## src/fbpg_pkg.sv

```systemverilog
`timescale 1ns / 1ps

package fbpg_pkg;

    localparam int CFG_INDEX_W = 3;
    localparam int CFG_DATA_W  = 24;
    localparam int PRI_W       = 24;
    localparam int HOP_COUNT_W = 5;
    localparam int LEN_W       = 16;
    localparam int FREQ_W      = 32;
    localparam int PULSE_W     = 24;
    localparam int CHIP_IDX_W  = 4;
    localparam int SEL_W       = 4;
    localparam int CODE_W      = 16;

    // register indexes on the configuration port
    localparam logic [CFG_INDEX_W-1:0] REG_WAVEFORM_TYPE    = 3'd0;
    localparam logic [CFG_INDEX_W-1:0] REG_PRI_SAMPLES      = 3'd1;
    localparam logic [CFG_INDEX_W-1:0] REG_HOP_COUNT        = 3'd2;
    localparam logic [CFG_INDEX_W-1:0] REG_SUBPULSE_SAMPLES = 3'd3;
    localparam logic [CFG_INDEX_W-1:0] REG_CHIP_SAMPLES     = 3'd4;
    localparam logic [CFG_INDEX_W-1:0] REG_BARKER_SELECT    = 3'd5;

    localparam logic MODE_TICK  = 1'b0;
    localparam logic MODE_WRITE = 1'b1;

    localparam logic WAVE_FSK     = 1'b0;
    localparam logic WAVE_FSK_PSK = 1'b1;

    localparam logic [SEL_W-1:0] BARKER_LAST_SEL = 4'd8;

    // barker codes: length and a mask of the chips that are -1
    localparam logic [CHIP_IDX_W-1:0] CODE_LEN [9] = '{
        4'd2, 4'd2, 4'd3, 4'd4, 4'd4, 4'd5, 4'd7, 4'd11, 4'd13
    };
    localparam logic [CODE_W-1:0] CODE_NEG [9] = '{
        16'h0002, 16'h0000, 16'h0004, 16'h0004, 16'h0008,
        16'h0008, 16'h0058, 16'h05B8, 16'h0A60
    };

    // pi / 2 in Q30
    localparam longint unsigned HALF_PI_Q30 = 64'd1686629713;

    typedef struct packed {
        logic                   waveform_type;
        logic [PRI_W-1:0]       pri_samples;
        logic [HOP_COUNT_W-1:0] hop_count;
        logic [LEN_W-1:0]       subpulse_samples;
        logic [LEN_W-1:0]       chip_samples;
        logic [SEL_W-1:0]       barker_select;
    } cfg_t;

    typedef struct packed {
        logic active;
        logic negate;
    } samp_ctl_t;

    typedef struct packed {
        logic active;
        logic i_neg;
        logic q_neg;
    } rom_ctl_t;

    // Q30 sine by taylor series to x^13, every product truncated
    function automatic longint sine_q30(input longint unsigned x);
        longint unsigned x2;
        longint unsigned term;
        longint          sum;
        x2   = (x * x) >> 30;
        term = x;
        sum  = longint'(x);
        term = ((term * x2) >> 30) / 6;
        sum  = sum - longint'(term);
        term = ((term * x2) >> 30) / 20;
        sum  = sum + longint'(term);
        term = ((term * x2) >> 30) / 42;
        sum  = sum - longint'(term);
        term = ((term * x2) >> 30) / 72;
        sum  = sum + longint'(term);
        term = ((term * x2) >> 30) / 110;
        sum  = sum - longint'(term);
        term = ((term * x2) >> 30) / 156;
        sum  = sum + longint'(term);
        if (sum < 0)
        begin
            sum = 0;
        end
        if (sum > (longint'(1) << 30))
        begin
            sum = longint'(1) << 30;
        end
        return sum;
    endfunction

endpackage

```

## src/fbpg_sequencer.sv

```systemverilog
`timescale 1ns / 1ps

module fbpg_sequencer
    import fbpg_pkg::*;
#(
    parameter int HOP_ENTRIES = 16
)
(
    input  logic                 clk,
    input  logic                 rst_n,
    input  cfg_t                 cfg,
    input  logic                 fire,
    input  logic                 mode,
    input  logic [3:0]           entry_index,
    input  logic [FREQ_W-1:0]    freq_word,
    input  logic [LEN_W-1:0]     hop_length,
    output logic [FREQ_W-1:0]    freq,
    output logic [PULSE_W-1:0]   sample_count,
    output samp_ctl_t            ctl
);

    localparam int HOP_IDX_W = (HOP_ENTRIES > 1) ? $clog2(HOP_ENTRIES) : 1;
    localparam int HOP_LIMIT = (HOP_ENTRIES < 31) ? HOP_ENTRIES : 31;

    logic [FREQ_W-1:0] freq_mem [HOP_ENTRIES];
    logic [LEN_W-1:0]  len_mem  [HOP_ENTRIES];
    logic [HOP_ENTRIES-1:0] nonzero_reg;
    logic [LEN_W-1:0]  len_cur_reg;

    logic [FREQ_W-1:0]  freq_reg;
    logic [PULSE_W-1:0] sample_reg;
    samp_ctl_t          ctl_reg;

    logic [PRI_W-1:0]       pri_position_reg, pri_position_next;
    logic [HOP_COUNT_W-1:0] hop_index_reg, hop_index_next;
    logic [LEN_W-1:0]       hop_sample_reg, hop_sample_next;
    logic [PULSE_W-1:0]     pulse_sample_reg, pulse_sample_next;
    logic [CHIP_IDX_W-1:0]  chip_index_reg, chip_index_next;
    logic [LEN_W-1:0]       chip_sample_reg, chip_sample_next;

    logic                   tick;
    logic                   write_en;
    logic [HOP_IDX_W-1:0]   wr_addr;
    logic [HOP_IDX_W-1:0]   rd_addr;
    logic                   psk;
    logic [SEL_W-1:0]       sel;
    logic [HOP_COUNT_W-1:0] hops;
    logic [HOP_COUNT_W-1:0] skip_target;
    logic [HOP_COUNT_W-1:0] target;
    logic [LEN_W-1:0]       len_first;
    logic                   in_range;
    logic                   stay;
    logic                   act;
    logic [LEN_W-1:0]       hs;
    logic [CHIP_IDX_W-1:0]  ci;
    logic [LEN_W-1:0]       cs;
    logic [LEN_W:0]         cs_inc;
    logic                   chip_step;
    logic                   negate;
    logic [PULSE_W-1:0]     n;
    logic [PRI_W-1:0]       pos_inc;
    logic [PRI_W-1:0]       pri_eff;
    logic                   restart;

    assign tick     = fire && (mode == MODE_TICK);
    assign write_en = fire && (mode == MODE_WRITE) && (int'(entry_index) < HOP_ENTRIES);
    assign wr_addr  = HOP_IDX_W'(entry_index);
    assign rd_addr  = HOP_IDX_W'(hop_index_next);

    always_comb
    begin
        psk  = cfg.waveform_type == WAVE_FSK_PSK;
        sel  = (cfg.barker_select > BARKER_LAST_SEL) ? BARKER_LAST_SEL : cfg.barker_select;
        hops = (cfg.hop_count < HOP_COUNT_W'(HOP_LIMIT)) ? cfg.hop_count
                                                          : HOP_COUNT_W'(HOP_LIMIT);
        len_first = psk ? cfg.subpulse_samples : len_cur_reg;
        in_range  = hop_index_reg < hops;
        stay      = in_range && (hop_sample_reg < len_first);

        // first later hop that is not empty, or the end of the pulse
        skip_target = hops;
        for (int k = HOP_LIMIT - 1; k >= 0; k--)
        begin
            if ((HOP_COUNT_W'(k) > hop_index_reg) && (HOP_COUNT_W'(k) < hops)
                && (psk ? (cfg.subpulse_samples != '0) : nonzero_reg[k]))
            begin
                skip_target = HOP_COUNT_W'(k);
            end
        end

        if (!in_range || stay)
        begin
            target = hop_index_reg;
            hs     = hop_sample_reg;
            ci     = chip_index_reg;
            cs     = chip_sample_reg;
        end
        else
        begin
            target = skip_target;
            hs     = '0;
            ci     = '0;
            cs     = '0;
        end

        act       = target < hops;
        n         = psk ? pulse_sample_reg : PULSE_W'(hs);
        chip_step = psk && (cfg.chip_samples != '0) && (ci < CODE_LEN[sel]);
        negate    = act && chip_step && CODE_NEG[sel][ci];
        cs_inc    = {1'b0, cs} + (LEN_W+1)'(1);

        pos_inc = pri_position_reg + PRI_W'(1);
        pri_eff = (cfg.pri_samples == '0) ? PRI_W'(1) : cfg.pri_samples;
        restart = (pos_inc >= pri_eff) || (pos_inc == '0);

        pri_position_next = pri_position_reg;
        hop_index_next    = hop_index_reg;
        hop_sample_next   = hop_sample_reg;
        pulse_sample_next = pulse_sample_reg;
        chip_index_next   = chip_index_reg;
        chip_sample_next  = chip_sample_reg;

        if (tick)
        begin
            hop_index_next   = target;
            hop_sample_next  = hs;
            chip_index_next  = ci;
            chip_sample_next = cs;
            if (act)
            begin
                hop_sample_next   = hs + LEN_W'(1);
                pulse_sample_next = pulse_sample_reg + PULSE_W'(1);
                if (chip_step)
                begin
                    if (cs_inc >= {1'b0, cfg.chip_samples})
                    begin
                        chip_sample_next = '0;
                        chip_index_next  = ci + CHIP_IDX_W'(1);
                    end
                    else
                    begin
                        chip_sample_next = cs_inc[LEN_W-1:0];
                    end
                end
            end
            pri_position_next = pos_inc;
            if (restart)
            begin
                pri_position_next = '0;
                hop_index_next    = '0;
                hop_sample_next   = '0;
                pulse_sample_next = '0;
                chip_index_next   = '0;
                chip_sample_next  = '0;
            end
        end
    end

    always_ff @(posedge clk or negedge rst_n)
    begin
        if (!rst_n)
        begin
            pri_position_reg <= '0;
            hop_index_reg    <= '0;
            hop_sample_reg   <= '0;
            pulse_sample_reg <= '0;
            chip_index_reg   <= '0;
            chip_sample_reg  <= '0;
        end
        else
        begin
            pri_position_reg <= pri_position_next;
            hop_index_reg    <= hop_index_next;
            hop_sample_reg   <= hop_sample_next;
            pulse_sample_reg <= pulse_sample_next;
            chip_index_reg   <= chip_index_next;
            chip_sample_reg  <= chip_sample_next;
        end
    end

    // hop table; the length of the current hop is kept read out ahead
    always_ff @(posedge clk)
    begin
        if (write_en)
        begin
            freq_mem[wr_addr]    <= freq_word;
            len_mem[wr_addr]     <= hop_length;
            nonzero_reg[wr_addr] <= hop_length != '0;
        end
        if (write_en && (wr_addr == rd_addr))
        begin
            len_cur_reg <= hop_length;
        end
        else
        begin
            len_cur_reg <= len_mem[rd_addr];
        end
        if (tick)
        begin
            freq_reg       <= freq_mem[HOP_IDX_W'(target)];
            sample_reg     <= n;
            ctl_reg.active <= act;
            ctl_reg.negate <= negate;
        end
    end

    assign freq         = freq_reg;
    assign sample_count = sample_reg;
    assign ctl          = ctl_reg;

endmodule

```

## src/fbpg_phase.sv

```systemverilog
`timescale 1ns / 1ps

module fbpg_phase
    import fbpg_pkg::*;
#(
    parameter int PHASE_BITS     = 32,
    parameter int SINE_ADDR_BITS = 10
)
(
    input  logic                      clk,
    input  logic                      en,
    input  logic [FREQ_W-1:0]         freq,
    input  logic [PULSE_W-1:0]        sample_count,
    input  samp_ctl_t                 ctl_in,
    output logic [SINE_ADDR_BITS-1:0] addr,
    output samp_ctl_t                 ctl_out
);

    // only the low phase bits survive, so the product never needs more than 32 bits
    localparam int MUL_BITS = (PHASE_BITS < 32) ? PHASE_BITS : 32;
    localparam int PROD_W   = MUL_BITS + PULSE_W;

    logic [MUL_BITS-1:0]       fw;
    logic [PROD_W-1:0]         prod;
    logic [SINE_ADDR_BITS-1:0] addr_reg;
    samp_ctl_t                 ctl_reg;

    assign fw   = freq[FREQ_W-1 -: MUL_BITS];
    assign prod = PROD_W'(fw) * PROD_W'(sample_count);

    always_ff @(posedge clk)
    begin
        if (en)
        begin
            addr_reg <= prod[MUL_BITS-1 -: SINE_ADDR_BITS];
            ctl_reg  <= ctl_in;
        end
    end

    assign addr    = addr_reg;
    assign ctl_out = ctl_reg;

endmodule

```

## src/fbpg_sine_rom.sv

```systemverilog
`timescale 1ns / 1ps

module fbpg_sine_rom
    import fbpg_pkg::*;
#(
    parameter int SINE_ADDR_BITS = 10,
    parameter int SAMPLE_BITS    = 16
)
(
    input  logic                      clk,
    input  logic                      en,
    input  logic [SINE_ADDR_BITS-1:0] addr,
    input  samp_ctl_t                 ctl_in,
    output logic [SAMPLE_BITS-2:0]    i_mag,
    output logic [SAMPLE_BITS-2:0]    q_mag,
    output rom_ctl_t                  ctl_out
);

    localparam int     QUARTER  = 1 << (SINE_ADDR_BITS - 2);
    localparam int     MAG_W    = SAMPLE_BITS - 1;
    localparam int     M_W      = SINE_ADDR_BITS - 1;
    localparam int     ROM_BITS = (QUARTER + 1) * MAG_W;
    localparam longint AMP      = (longint'(1) << MAG_W) - 1;

    // quarter wave, both ends included
    function automatic logic [ROM_BITS-1:0] build_rom();
        logic [ROM_BITS-1:0] rom;
        longint unsigned     x;
        longint              v;
        rom = '0;
        for (int m = 0; m <= QUARTER; m++)
        begin
            x = (HALF_PI_Q30 * 64'(m)) >> (SINE_ADDR_BITS - 2);
            v = (sine_q30(x) * AMP + (longint'(1) << 29)) >>> 30;
            if (v > AMP)
            begin
                v = AMP;
            end
            rom[m*MAG_W +: MAG_W] = MAG_W'(v);
        end
        return rom;
    endfunction

    localparam logic [ROM_BITS-1:0] SINE_ROM = build_rom();

    function automatic logic [M_W-1:0] fold(input logic [SINE_ADDR_BITS-1:0] a);
        logic [M_W-1:0] r;
        r = M_W'(a[SINE_ADDR_BITS-3:0]);
        return a[SINE_ADDR_BITS-2] ? (M_W'(QUARTER) - r) : r;
    endfunction

    logic [SINE_ADDR_BITS-1:0] addr_i;
    logic [MAG_W-1:0]          i_mag_reg, q_mag_reg;
    rom_ctl_t                  ctl_reg;

    // cosine is the sine a quarter turn on
    assign addr_i = addr + SINE_ADDR_BITS'(QUARTER);

    always_ff @(posedge clk)
    begin
        if (en)
        begin
            i_mag_reg      <= SINE_ROM[fold(addr_i)*MAG_W +: MAG_W];
            q_mag_reg      <= SINE_ROM[fold(addr)*MAG_W +: MAG_W];
            ctl_reg.active <= ctl_in.active;
            ctl_reg.i_neg  <= addr_i[SINE_ADDR_BITS-1] ^ ctl_in.negate;
            ctl_reg.q_neg  <= addr[SINE_ADDR_BITS-1] ^ ctl_in.negate;
        end
    end

    assign i_mag   = i_mag_reg;
    assign q_mag   = q_mag_reg;
    assign ctl_out = ctl_reg;

endmodule

```

## src/fsk_barker_pulse_generator_top.sv

```systemverilog
`timescale 1ns / 1ps

// Repeating radar pulse source: frequency hopping, optionally with a Barker
// phase code on each subpulse.
// Input channel (in_valid / in_ready): mode 0 is a sample tick and gives one
// output transaction; mode 1 writes hop table entry entry_index with
// freq_word and hop_length and gives none.
// Output channel (out_valid / out_ready): i_out, q_out as Q1.15 and
// pulse_active, zero samples during the off time.
// Configuration: cfg_write with cfg_index / cfg_data, one register per cycle,
// only while no tick is in flight.
// Throughput is one input transaction per cycle while in_ready is high. The
// accepting edge loads a tick into the sequencer register; it then passes the
// phase multiply, the sine table read and the output register, where it is valid.
// Reset clears the pulse and interval counters and loads the default
// registers; hop table contents are undefined until written.
// When the receiver stalls, the stages close up their bubbles and in_ready
// falls only once all four stages hold a result.

module fsk_barker_pulse_generator_top
    import fbpg_pkg::*;
#(
    parameter int HOP_ENTRIES    = 16,
    parameter int PHASE_BITS     = 32,
    parameter int SINE_ADDR_BITS = 10,
    parameter int SAMPLE_BITS    = 16
)
(
    input  logic                          clk,
    input  logic                          rst_n,
    input  logic                          cfg_write,
    input  logic [CFG_INDEX_W-1:0]        cfg_index,
    input  logic [CFG_DATA_W-1:0]         cfg_data,
    input  logic                          in_valid,
    output logic                          in_ready,
    input  logic                          mode,
    input  logic [3:0]                    entry_index,
    input  logic [FREQ_W-1:0]             freq_word,
    input  logic [LEN_W-1:0]              hop_length,
    output logic                          out_valid,
    input  logic                          out_ready,
    output logic signed [SAMPLE_BITS-1:0] i_out,
    output logic signed [SAMPLE_BITS-1:0] q_out,
    output logic                          pulse_active
);

    cfg_t cfg_reg;

    logic v1_reg, v2_reg, v3_reg, out_valid_reg;
    logic en1, en2, en3, en4;
    logic fire, tick_fire;

    logic [FREQ_W-1:0]         s1_freq;
    logic [PULSE_W-1:0]        s1_count;
    samp_ctl_t                 s1_ctl;
    logic [SINE_ADDR_BITS-1:0] s2_addr;
    samp_ctl_t                 s2_ctl;
    logic [SAMPLE_BITS-2:0]    s3_i_mag, s3_q_mag;
    rom_ctl_t                  s3_ctl;

    logic [SAMPLE_BITS-1:0] i_ext, q_ext;
    logic [SAMPLE_BITS-1:0] i_val, q_val;
    logic [SAMPLE_BITS-1:0] i_out_reg, q_out_reg;
    logic                   active_reg;

    assign en4 = !out_valid_reg || out_ready;
    assign en3 = !v3_reg || en4;
    assign en2 = !v2_reg || en3;
    assign en1 = !v1_reg || en2;

    assign in_ready  = en1;
    assign fire      = in_valid && en1;
    assign tick_fire = fire && (mode == MODE_TICK);

    always_ff @(posedge clk or negedge rst_n)
    begin
        if (!rst_n)
        begin
            cfg_reg.waveform_type    <= WAVE_FSK;
            cfg_reg.pri_samples      <= PRI_W'(1000);
            cfg_reg.hop_count        <= HOP_COUNT_W'(3);
            cfg_reg.subpulse_samples <= LEN_W'(100);
            cfg_reg.chip_samples     <= LEN_W'(7);
            cfg_reg.barker_select    <= BARKER_LAST_SEL;
        end
        else if (cfg_write)
        begin
            unique case (cfg_index)
                REG_WAVEFORM_TYPE:    cfg_reg.waveform_type    <= cfg_data[0];
                REG_PRI_SAMPLES:      cfg_reg.pri_samples      <= cfg_data[PRI_W-1:0];
                REG_HOP_COUNT:        cfg_reg.hop_count        <= cfg_data[HOP_COUNT_W-1:0];
                REG_SUBPULSE_SAMPLES: cfg_reg.subpulse_samples <= cfg_data[LEN_W-1:0];
                REG_CHIP_SAMPLES:     cfg_reg.chip_samples     <= cfg_data[LEN_W-1:0];
                REG_BARKER_SELECT:    cfg_reg.barker_select    <= cfg_data[SEL_W-1:0];
                default:              ;
            endcase
        end
    end

    always_ff @(posedge clk or negedge rst_n)
    begin
        if (!rst_n)
        begin
            v1_reg        <= 1'b0;
            v2_reg        <= 1'b0;
            v3_reg        <= 1'b0;
            out_valid_reg <= 1'b0;
        end
        else
        begin
            if (en1)
            begin
                v1_reg <= tick_fire;
            end
            if (en2)
            begin
                v2_reg <= v1_reg;
            end
            if (en3)
            begin
                v3_reg <= v2_reg;
            end
            if (en4)
            begin
                out_valid_reg <= v3_reg;
            end
        end
    end

    fbpg_sequencer #(
        .HOP_ENTRIES (HOP_ENTRIES)
    ) u_sequencer (
        .clk          (clk),
        .rst_n        (rst_n),
        .cfg          (cfg_reg),
        .fire         (fire),
        .mode         (mode),
        .entry_index  (entry_index),
        .freq_word    (freq_word),
        .hop_length   (hop_length),
        .freq         (s1_freq),
        .sample_count (s1_count),
        .ctl          (s1_ctl)
    );

    fbpg_phase #(
        .PHASE_BITS     (PHASE_BITS),
        .SINE_ADDR_BITS (SINE_ADDR_BITS)
    ) u_phase (
        .clk          (clk),
        .en           (en2),
        .freq         (s1_freq),
        .sample_count (s1_count),
        .ctl_in       (s1_ctl),
        .addr         (s2_addr),
        .ctl_out      (s2_ctl)
    );

    fbpg_sine_rom #(
        .SINE_ADDR_BITS (SINE_ADDR_BITS),
        .SAMPLE_BITS    (SAMPLE_BITS)
    ) u_sine_rom (
        .clk     (clk),
        .en      (en3),
        .addr    (s2_addr),
        .ctl_in  (s2_ctl),
        .i_mag   (s3_i_mag),
        .q_mag   (s3_q_mag),
        .ctl_out (s3_ctl)
    );

    assign i_ext = {1'b0, s3_i_mag};
    assign q_ext = {1'b0, s3_q_mag};
    assign i_val = s3_ctl.i_neg ? -i_ext : i_ext;
    assign q_val = s3_ctl.q_neg ? -q_ext : q_ext;

    // off time gives zeros
    always_ff @(posedge clk)
    begin
        if (en4)
        begin
            i_out_reg  <= s3_ctl.active ? i_val : '0;
            q_out_reg  <= s3_ctl.active ? q_val : '0;
            active_reg <= s3_ctl.active;
        end
    end

    assign out_valid    = out_valid_reg;
    assign i_out        = i_out_reg;
    assign q_out        = q_out_reg;
    assign pulse_active = active_reg;

    a_off_time_zero: assert property (@(posedge clk) disable iff (!rst_n)
        out_valid && !pulse_active |-> (i_out == '0) && (q_out == '0))
        else $error("off time sample is not zero");

    a_ready_when_empty: assert property (@(posedge clk) disable iff (!rst_n)
        !out_valid |-> in_ready)
        else $error("input stalled with an empty output register");

    a_tick_enters: assert property (@(posedge clk) disable iff (!rst_n)
        in_valid && in_ready && (mode == MODE_TICK) |=> v1_reg)
        else $error("accepted tick did not enter the pipeline");

    a_no_full_scale_neg: assert property (@(posedge clk) disable iff (!rst_n)
        out_valid |-> (i_out != {1'b1, {(SAMPLE_BITS-1){1'b0}}})
                   && (q_out != {1'b1, {(SAMPLE_BITS-1){1'b0}}}))
        else $error("sample outside the symmetric range");

endmodule

```

## config.mk

```make
export PLATFORM = sky130hd
export DESIGN_NAME = fsk_barker_pulse_generator_top
export DESIGN_NICKNAME = d
export VERILOG_FILES = /design/src/fbpg_pkg.sv /design/src/fbpg_sequencer.sv /design/src/fbpg_phase.sv /design/src/fbpg_sine_rom.sv /design/src/fsk_barker_pulse_generator_top.sv
export SDC_FILE = /design/constraint.sdc
export NUM_CORES = 2
export LEC_CHECK = 0
export BUFFER_PORTS_ARGS = -buffer_cell sky130_fd_sc_hd__buf_2
export CAP_MARGIN = 30
export CORE_MARGIN = 3
export CORE_UTILIZATION = 64
export CTS_BUF_LIST = sky130_fd_sc_hd__clkbuf_16
export DETAILED_ROUTE_END_ITERATION = 10
export GPL_ROUTABILITY_DRIVEN = 1
export PLACE_DENSITY_LB_ADDON = 0.2
export REMOVE_ABC_BUFFERS = 1
export SYNTH_ARGS = -nofsm -noshare
export SYNTH_HDL_FRONTEND = slang
export SYNTH_SLANG_ARGS = --single-unit
```

## constraint.sdc

```tcl
create_clock -name clk -period 9.8 [get_ports clk]
set_input_delay 0.98 -clock clk [delete_from_list [all_inputs] [get_ports clk]]
set_output_delay 0.98 -clock clk [all_outputs]
set_load 0.05 [all_outputs]
```

After elaboration in Yosys (flattened, before gate mapping)
Memories as Yosys holds them, arrays and structs flattened. A register that Yosys moved wholly into a read port is not among the register bits.
Cells that the tools add are included.
{"block": "word_totals", "mem_count": 4, "ram_bits": 768, "rom_bits": 320, "ff_bits": 279, "word_cells": 246}
{"block": "op_classes", "mux": 71, "n_bitwise": 4, "addsub": 10, "shifts": 2, "reduce_logical": 68, "eq_ne": 5, "magnitude_cmp": 44, "mul": 3}
{"name": "u_sequencer.freq_mem", "words": 16, "word_bits": 32, "rd": 1, "rd_ports_with_merged_regs": 1, "write_ports": 1, "line_no": "fbpg_sequencer.sv:25", "text": "logic [FREQ_W-1:0] freq_mem [HOP_ENTRIES];"}
{"name": "(no name shown)", "words": 16, "word_bits": 16, "rd": 1, "rd_ports_with_merged_regs": 0, "write_ports": 0, "line_no": "fbpg_sequencer.sv:109", "text": "negate = act && chip_step && CODE_NEG[sel][ci];"}
{"name": "u_sequencer.len_mem", "words": 16, "word_bits": 16, "rd": 1, "rd_ports_with_merged_regs": 1, "write_ports": 1, "line_no": "fbpg_sequencer.sv:26", "text": "logic [LEN_W-1:0] len_mem [HOP_ENTRIES];"}
{"name": "(no name shown)", "words": 16, "word_bits": 4, "rd": 1, "rd_ports_with_merged_regs": 0, "write_ports": 0, "line_no": "fbpg_sequencer.sv:108", "text": "chip_step = psk && (cfg.chip_samples != '0) && (ci < CODE_LEN[sel]);"}
{"operator": "$shiftx A3855 B14 Y15 const A", "n": 2}
{"operator": "$mux W16", "n": 12}
{"operator": "$mux W24", "n": 4}
{"operator": "$mux W5", "n": 19}
{"operator": "$add A24 B1 Y24 const B", "n": 2}
{"operator": "$logic_not A24 Y1", "n": 2}
{"operator": "$reduce_bool A16 Y1", "n": 3}
{"operator": "$logic_and A1 B1 Y1", "n": 41}
{"operator": "$gt A4 B5 Y1 const A", "n": 8}
{"operator": "$lt A4 B5 Y1 const A", "n": 8}
{"operator": "$mux W4", "n": 9}
{"operator": "$mul A32 B24 Y32", "n": 1}
{"operator": "$neg A15 Y16", "n": 2}
{"operator": "$mux W15", "n": 2}
{"operator": "$mul A9 B4 Y13 const B", "n": 2}
{"operator": "$ge A24 B24 Y1", "n": 1}
{"operator": "$gt A3 B5 Y1 const A", "n": 4}
{"operator": "$lt A3 B5 Y1 const A", "n": 4}
{"operator": "$mux W1", "n": 20}
{"operator": "$mux W9", "n": 2}
{"operator": "$reduce_and A2 Y1", "n": 9}
{"operator": "$sub A9 B8 Y9 const A", "n": 2}
{"operator": "$add A16 B1 Y17 const B", "n": 1}
{"operator": "$ge A17 B16 Y1", "n": 1}
{"operator": "28 further kinds", "n": 46}

Depth between registers and ports, before layout
{"block": "logic_depth", "word_depth": 25, "ltp_mapped": 34, "depth_no_buf": 28}

Modules after synthesis
Synthesis repeated with hierarchy kept, for this count alone.
{"block": "unflattened", "hier_cells": 6263, "hier_area_um2": 69558.0}
{"module": "fbpg_sequencer", "n_inst": 1, "seq_area_each_um2": 27561.4, "area_each_um2": 40172.3, "cells_each": 2745}
{"module": "fbpg_phase", "n_inst": 1, "seq_area_each_um2": 360.3, "area_each_um2": 14846.7, "cells_each": 1667}
{"module": "fbpg_sine_rom", "n_inst": 1, "seq_area_each_um2": 991.0, "area_each_um2": 9990.8, "cells_each": 1531}
{"module": "fsk_barker_pulse_generator_top", "n_inst": 1, "seq_area_each_um2": 2761.4, "area_each_um2": 4548.1, "cells_each": 320}

Least setup slack after synthesis
OpenSTA, ideal clock, no wires.
{"block": "synth_path", "path_type": "reg2reg", "from": "reg with a tool-made name", "to": "reg u_sequencer.chip_index_reg[3]", "t_arrival_ps": 7187, "path_stages_with_launch": 34, "setup_time_ps": 69, "required_time_ps": 9731, "slack_ps": 2543, "path_cell_list": "dfxtp_1 > buf_2 > buf_1 > mux4_2 > mux4_2 > mux2i_1 > ha_1 > a21oi_1 > o21ai_0 > a2111oi_0 > o211ai_2 > nand3b_1 > buf_2 > clkbuf_1 > clkbuf_1 > nand2_1 > inv_1 > ha_1 > nand2_1 > nor2_1 > nand3_1 > nor2_1 > xnor2_1 > nor2_1 > ha_1 > nand4_1 > o32ai_1 > nand2_1 > o31ai_1 > a2111oi_0 > or3b_1 > buf_2 > or4_1 > nand3_1"}
{"item": "to (signal assigned)", "line_no": "fbpg_sequencer.sv:176", "text": "chip_index_reg <= chip_index_next;"}
{"item": "to (decl)", "line_no": "fbpg_sequencer.sv:38", "text": "logic [CHIP_IDX_W-1:0] chip_index_reg, chip_index_next;"}

==> flow_metrics.py <==
metrics = {
    "status": {
        "status": "finished clean",
    },
    "floorplanning": {
        "die_h_um": 329,
        "start_util_pct": 65.1,
        "core-area_sq_mm": 0.103,
        "die_area_sq_mm": 0.108,
        "fp.dieW_um": 329,
        "rows": 117,
        "ios": 120,
    },
    "logic_synthesis": {
        "yosys.area_share.xor_xnor_pct": 2.08,
        "syn_area_sq_mm": 0.0669,
        "async_flop_share_pct": 14.7,
        "syn_inst": 6060,
        "synth_compound_area_share_pct": 11.9,
        "seq_area_frac_synth_pct": 47.3,
        "synth.largest_area_cell": "edfxtp_1",
        "synth_top_family_by_area": "adder cells",
        "ys.warnings.count": 0,
        "synth.avg_cell_area_sq_um": 11.0,
        "synth_cell_type_count": 83,
        "yosys.area_share.adder_pct": 15.1,
        "synth_mux_area_share_pct": 5.49,
        "ys_ff_latch": 1082,
        "synth_flop_cell": "edfxtp_1",
        "synth_area_leaders": "edfxtp_1, fa_1, nand2_1",
        "yosys.area_share.simple_pct": 13.0,
        "yosys.area.top_type_share_pct": 41.2,
        "synth_edf_count": 919,
    },
    "cts": {
        "cts.sinks": 1082,
        "path_clk_slew_ns": 0.06,
        "cts_buffers": 105,
        "holdBufCountCts": 0,
        "post_cts_resized": 0,
        "cts.root.buffer_cell": "clkbuf_16",
        "clockBufferDepth": 3,
        "htreeDepth": 3,
        "cts_tree": "built",
        "clock_latency_ns": 0.73,
        "post_cts_buffers": 0,
    },
    "timing": {
        "finalCriticalPeriod_ns": 8.46,
        "worst-slew-pin-transition_ns": 1.10,
        "hold_ws_ns": 0.0272,
        "slew_violations": 0,
        "setup_tns_ns": 0,
        "max_slew_margin_pct": 26.6,
        "post-route-period-util_pct": 86.3,
        "max_freq_ghz": 0.118,
        "rsz0062_at_grt": "no",
        "hold_violations": 0,
        "clock_skew_ns": 0.0486,
        "setup_violations": 0,
    },
    "setup_path": {
        "cp_data_arrival_time_ns": 9.09,
        "cp_top_family": "compound AO/OA/AOI/OAI gates",
        "timing.critical_path.buf_inv": 3,
        "critPathKind": "reg -> reg",
        "cpPeakStageDelay_ns": 0.75,
        "r2r_slack_ns": 1.34,
        "path_cells": "buf_4, mux4_2, mux4_2, mux2i_1, ha_1, a21oi_1, o21ai_0, a221oi_1, o21ai_0, and2_1, a32oi_1, inv_1, ha_1, a21o_1, a21oi_1, o21bai_1, a41oi_1, a21oi_4, inv_1, and2_1, and3_1, a22o_1",
        "required_ns": 10.43,
        "crit_path_end_kind": "flop",
        "slowest_stage": "dfxtp_4",
        "crit_path_max_fanout": 34,
        "critPathLaunchType": "flop",
    },
    "layout": {
        "syn2layout_area_growth_pct": 8.34,
        "largest_reg_flops": 512,
        "drive_above_1_share_pct": 10.0,
        "fin_nets": 6652,
        "n_fill_cell": 7266,
    },
    "drt": {
        "wl_um": 189000,
        "firstDrtPassIters": 10,
        "drt_iter0_markers": 6982,
        "vias": 50062,
        "drc": 0,
        "ant_nets": 0,
        "avgRoutedWirePerCell_um": 25.3,
        "via_per_inst": 6.72,
    },
    "placed_design": {
        "hpwl_um": 119000,
        "portBuffers": 119,
        "gp_congestion": 1.04,
    },
    "global_routing": {
        "grt.total_usage_pct": 34.8,
        "first_global_vias": 48889,
        "overflow": 0,
        "antenna_found_initial": 11,
        "grt_pass1_wl_um": 289000,
        "grt_max_degree": 175,
    },
    "worst_hold_path": {
        "min_path_type": "in -> async",
    },
    "flow_run": {
        "max_cap_violations": 0,
    },
}
final cells by class:
type,count,area [sq um],area share [%]
sequential,1082,31700,43.7
clock inverter,92,731,1.01
tap,1368,1710,2.36
multi-input combinational,4081,32100,44.3
clock buffer,107,2680,3.69
antenna,3,7.51,0.0104
inverter,469,1760,2.43
timing repair buffer,253,1780,2.46
per-stage QoR:
stage               setup slack [ns]  std cells  util, %  area [sq um]
detailed placement              1.52       7244     67.0         68900
CTS                             1.33       7443     70.3         72300
global route                   0.658       7452     70.5         72500
floorplan                      -5.65       5632        -         65300
global placement                1.80       7242     67.0         68900
finish                          1.34       7455     70.5         72500
cell usage in the layout, fill, tap and decap left out, types with 52 or more instances in the layout:
| cell | n |
|---|---|
| mux2i_1 | 149 |
| edfxtp_1 | 919 |
| a32oi_1 | 132 |
| nor2_1 | 276 |
| and2_1 | 201 |
| clkbuf_16 | 107 |
| fa_1 | 388 |
| nand2_1 | 989 |
| inv_1 | 482 |
| buf_2 | 118 |
| o211ai_1 | 61 |
| a21oi_1 | 217 |
| ha_1 | 186 |
| a211oi_1 | 52 |
| mux4_2 | 82 |
| xnor2_1 | 108 |
| nor3_1 | 74 |
| buf_4 | 121 |
| nand3_1 | 98 |
| o21ai_0 | 285 |
| dfrtp_1 | 143 |
cell families (layout without fill, tap and decap cells):
family,Yosys count,count (layout)
compound gates,1178,1178
xor+xnor,159,159
fa+ha+maj,575,575
buf+inv,897,921
flops,1082,1082
mux,261,261
other cells,0,3
simple gates,1908,1908
per-layer routing:
metal  vias up  GRT usage [%]  routed length (um)  part of all wire [%]
met5         -              0                  79                 0.042
met4        12           14.1                7820                   4.1
met3       635           6.57               20400                    11
met2      3219           53.6               87100                    46
met1     24626           49.5               73400                    39
li1      21570              -                   -                     -
path summary, 6_finish.rpt:
path,depth (start not counted),start,to
min in group clk,0,u_phase.ctl_out[1]$_DFFE_PP_,u_sine_rom.ctl_out[2]$_DFFE_PP_
hold reg to reg,0,u_phase.ctl_out[1]$_DFFE_PP_,u_sine_rom.ctl_out[2]$_DFFE_PP_
hold / removal,1,rst_n,cfg_reg[54]$_DFFE_PN0P_
setup / recovery,22,flop,u_sequencer.chip_sample_reg[6]$_DFFE_PN0P_
setup reg to reg,22,flop,u_sequencer.chip_sample_reg[6]$_DFFE_PN0P_
max in group asynchronous,3,rst_n,u_sequencer.pulse_sample_reg[4]$_DFFE_PN0P_
Yosys cell counts (98+ instances only):
cell	instances
ha_1	187
dfrtp_1	144
xnor2_1	115
a32oi_1	132
and2_1	202
nor2_1	290
a21oi_1	217
o21ai_0	287
nand2_1	991
edfxtp_1	919
nand3_1	98
mux2i_1	149
clkbuf_1	358
fa_1	388
inv_1	465
Power is left out: the tool's default activity adds up to more than one toggle a clock period on the data nets, which glitch-free logic cannot reach.
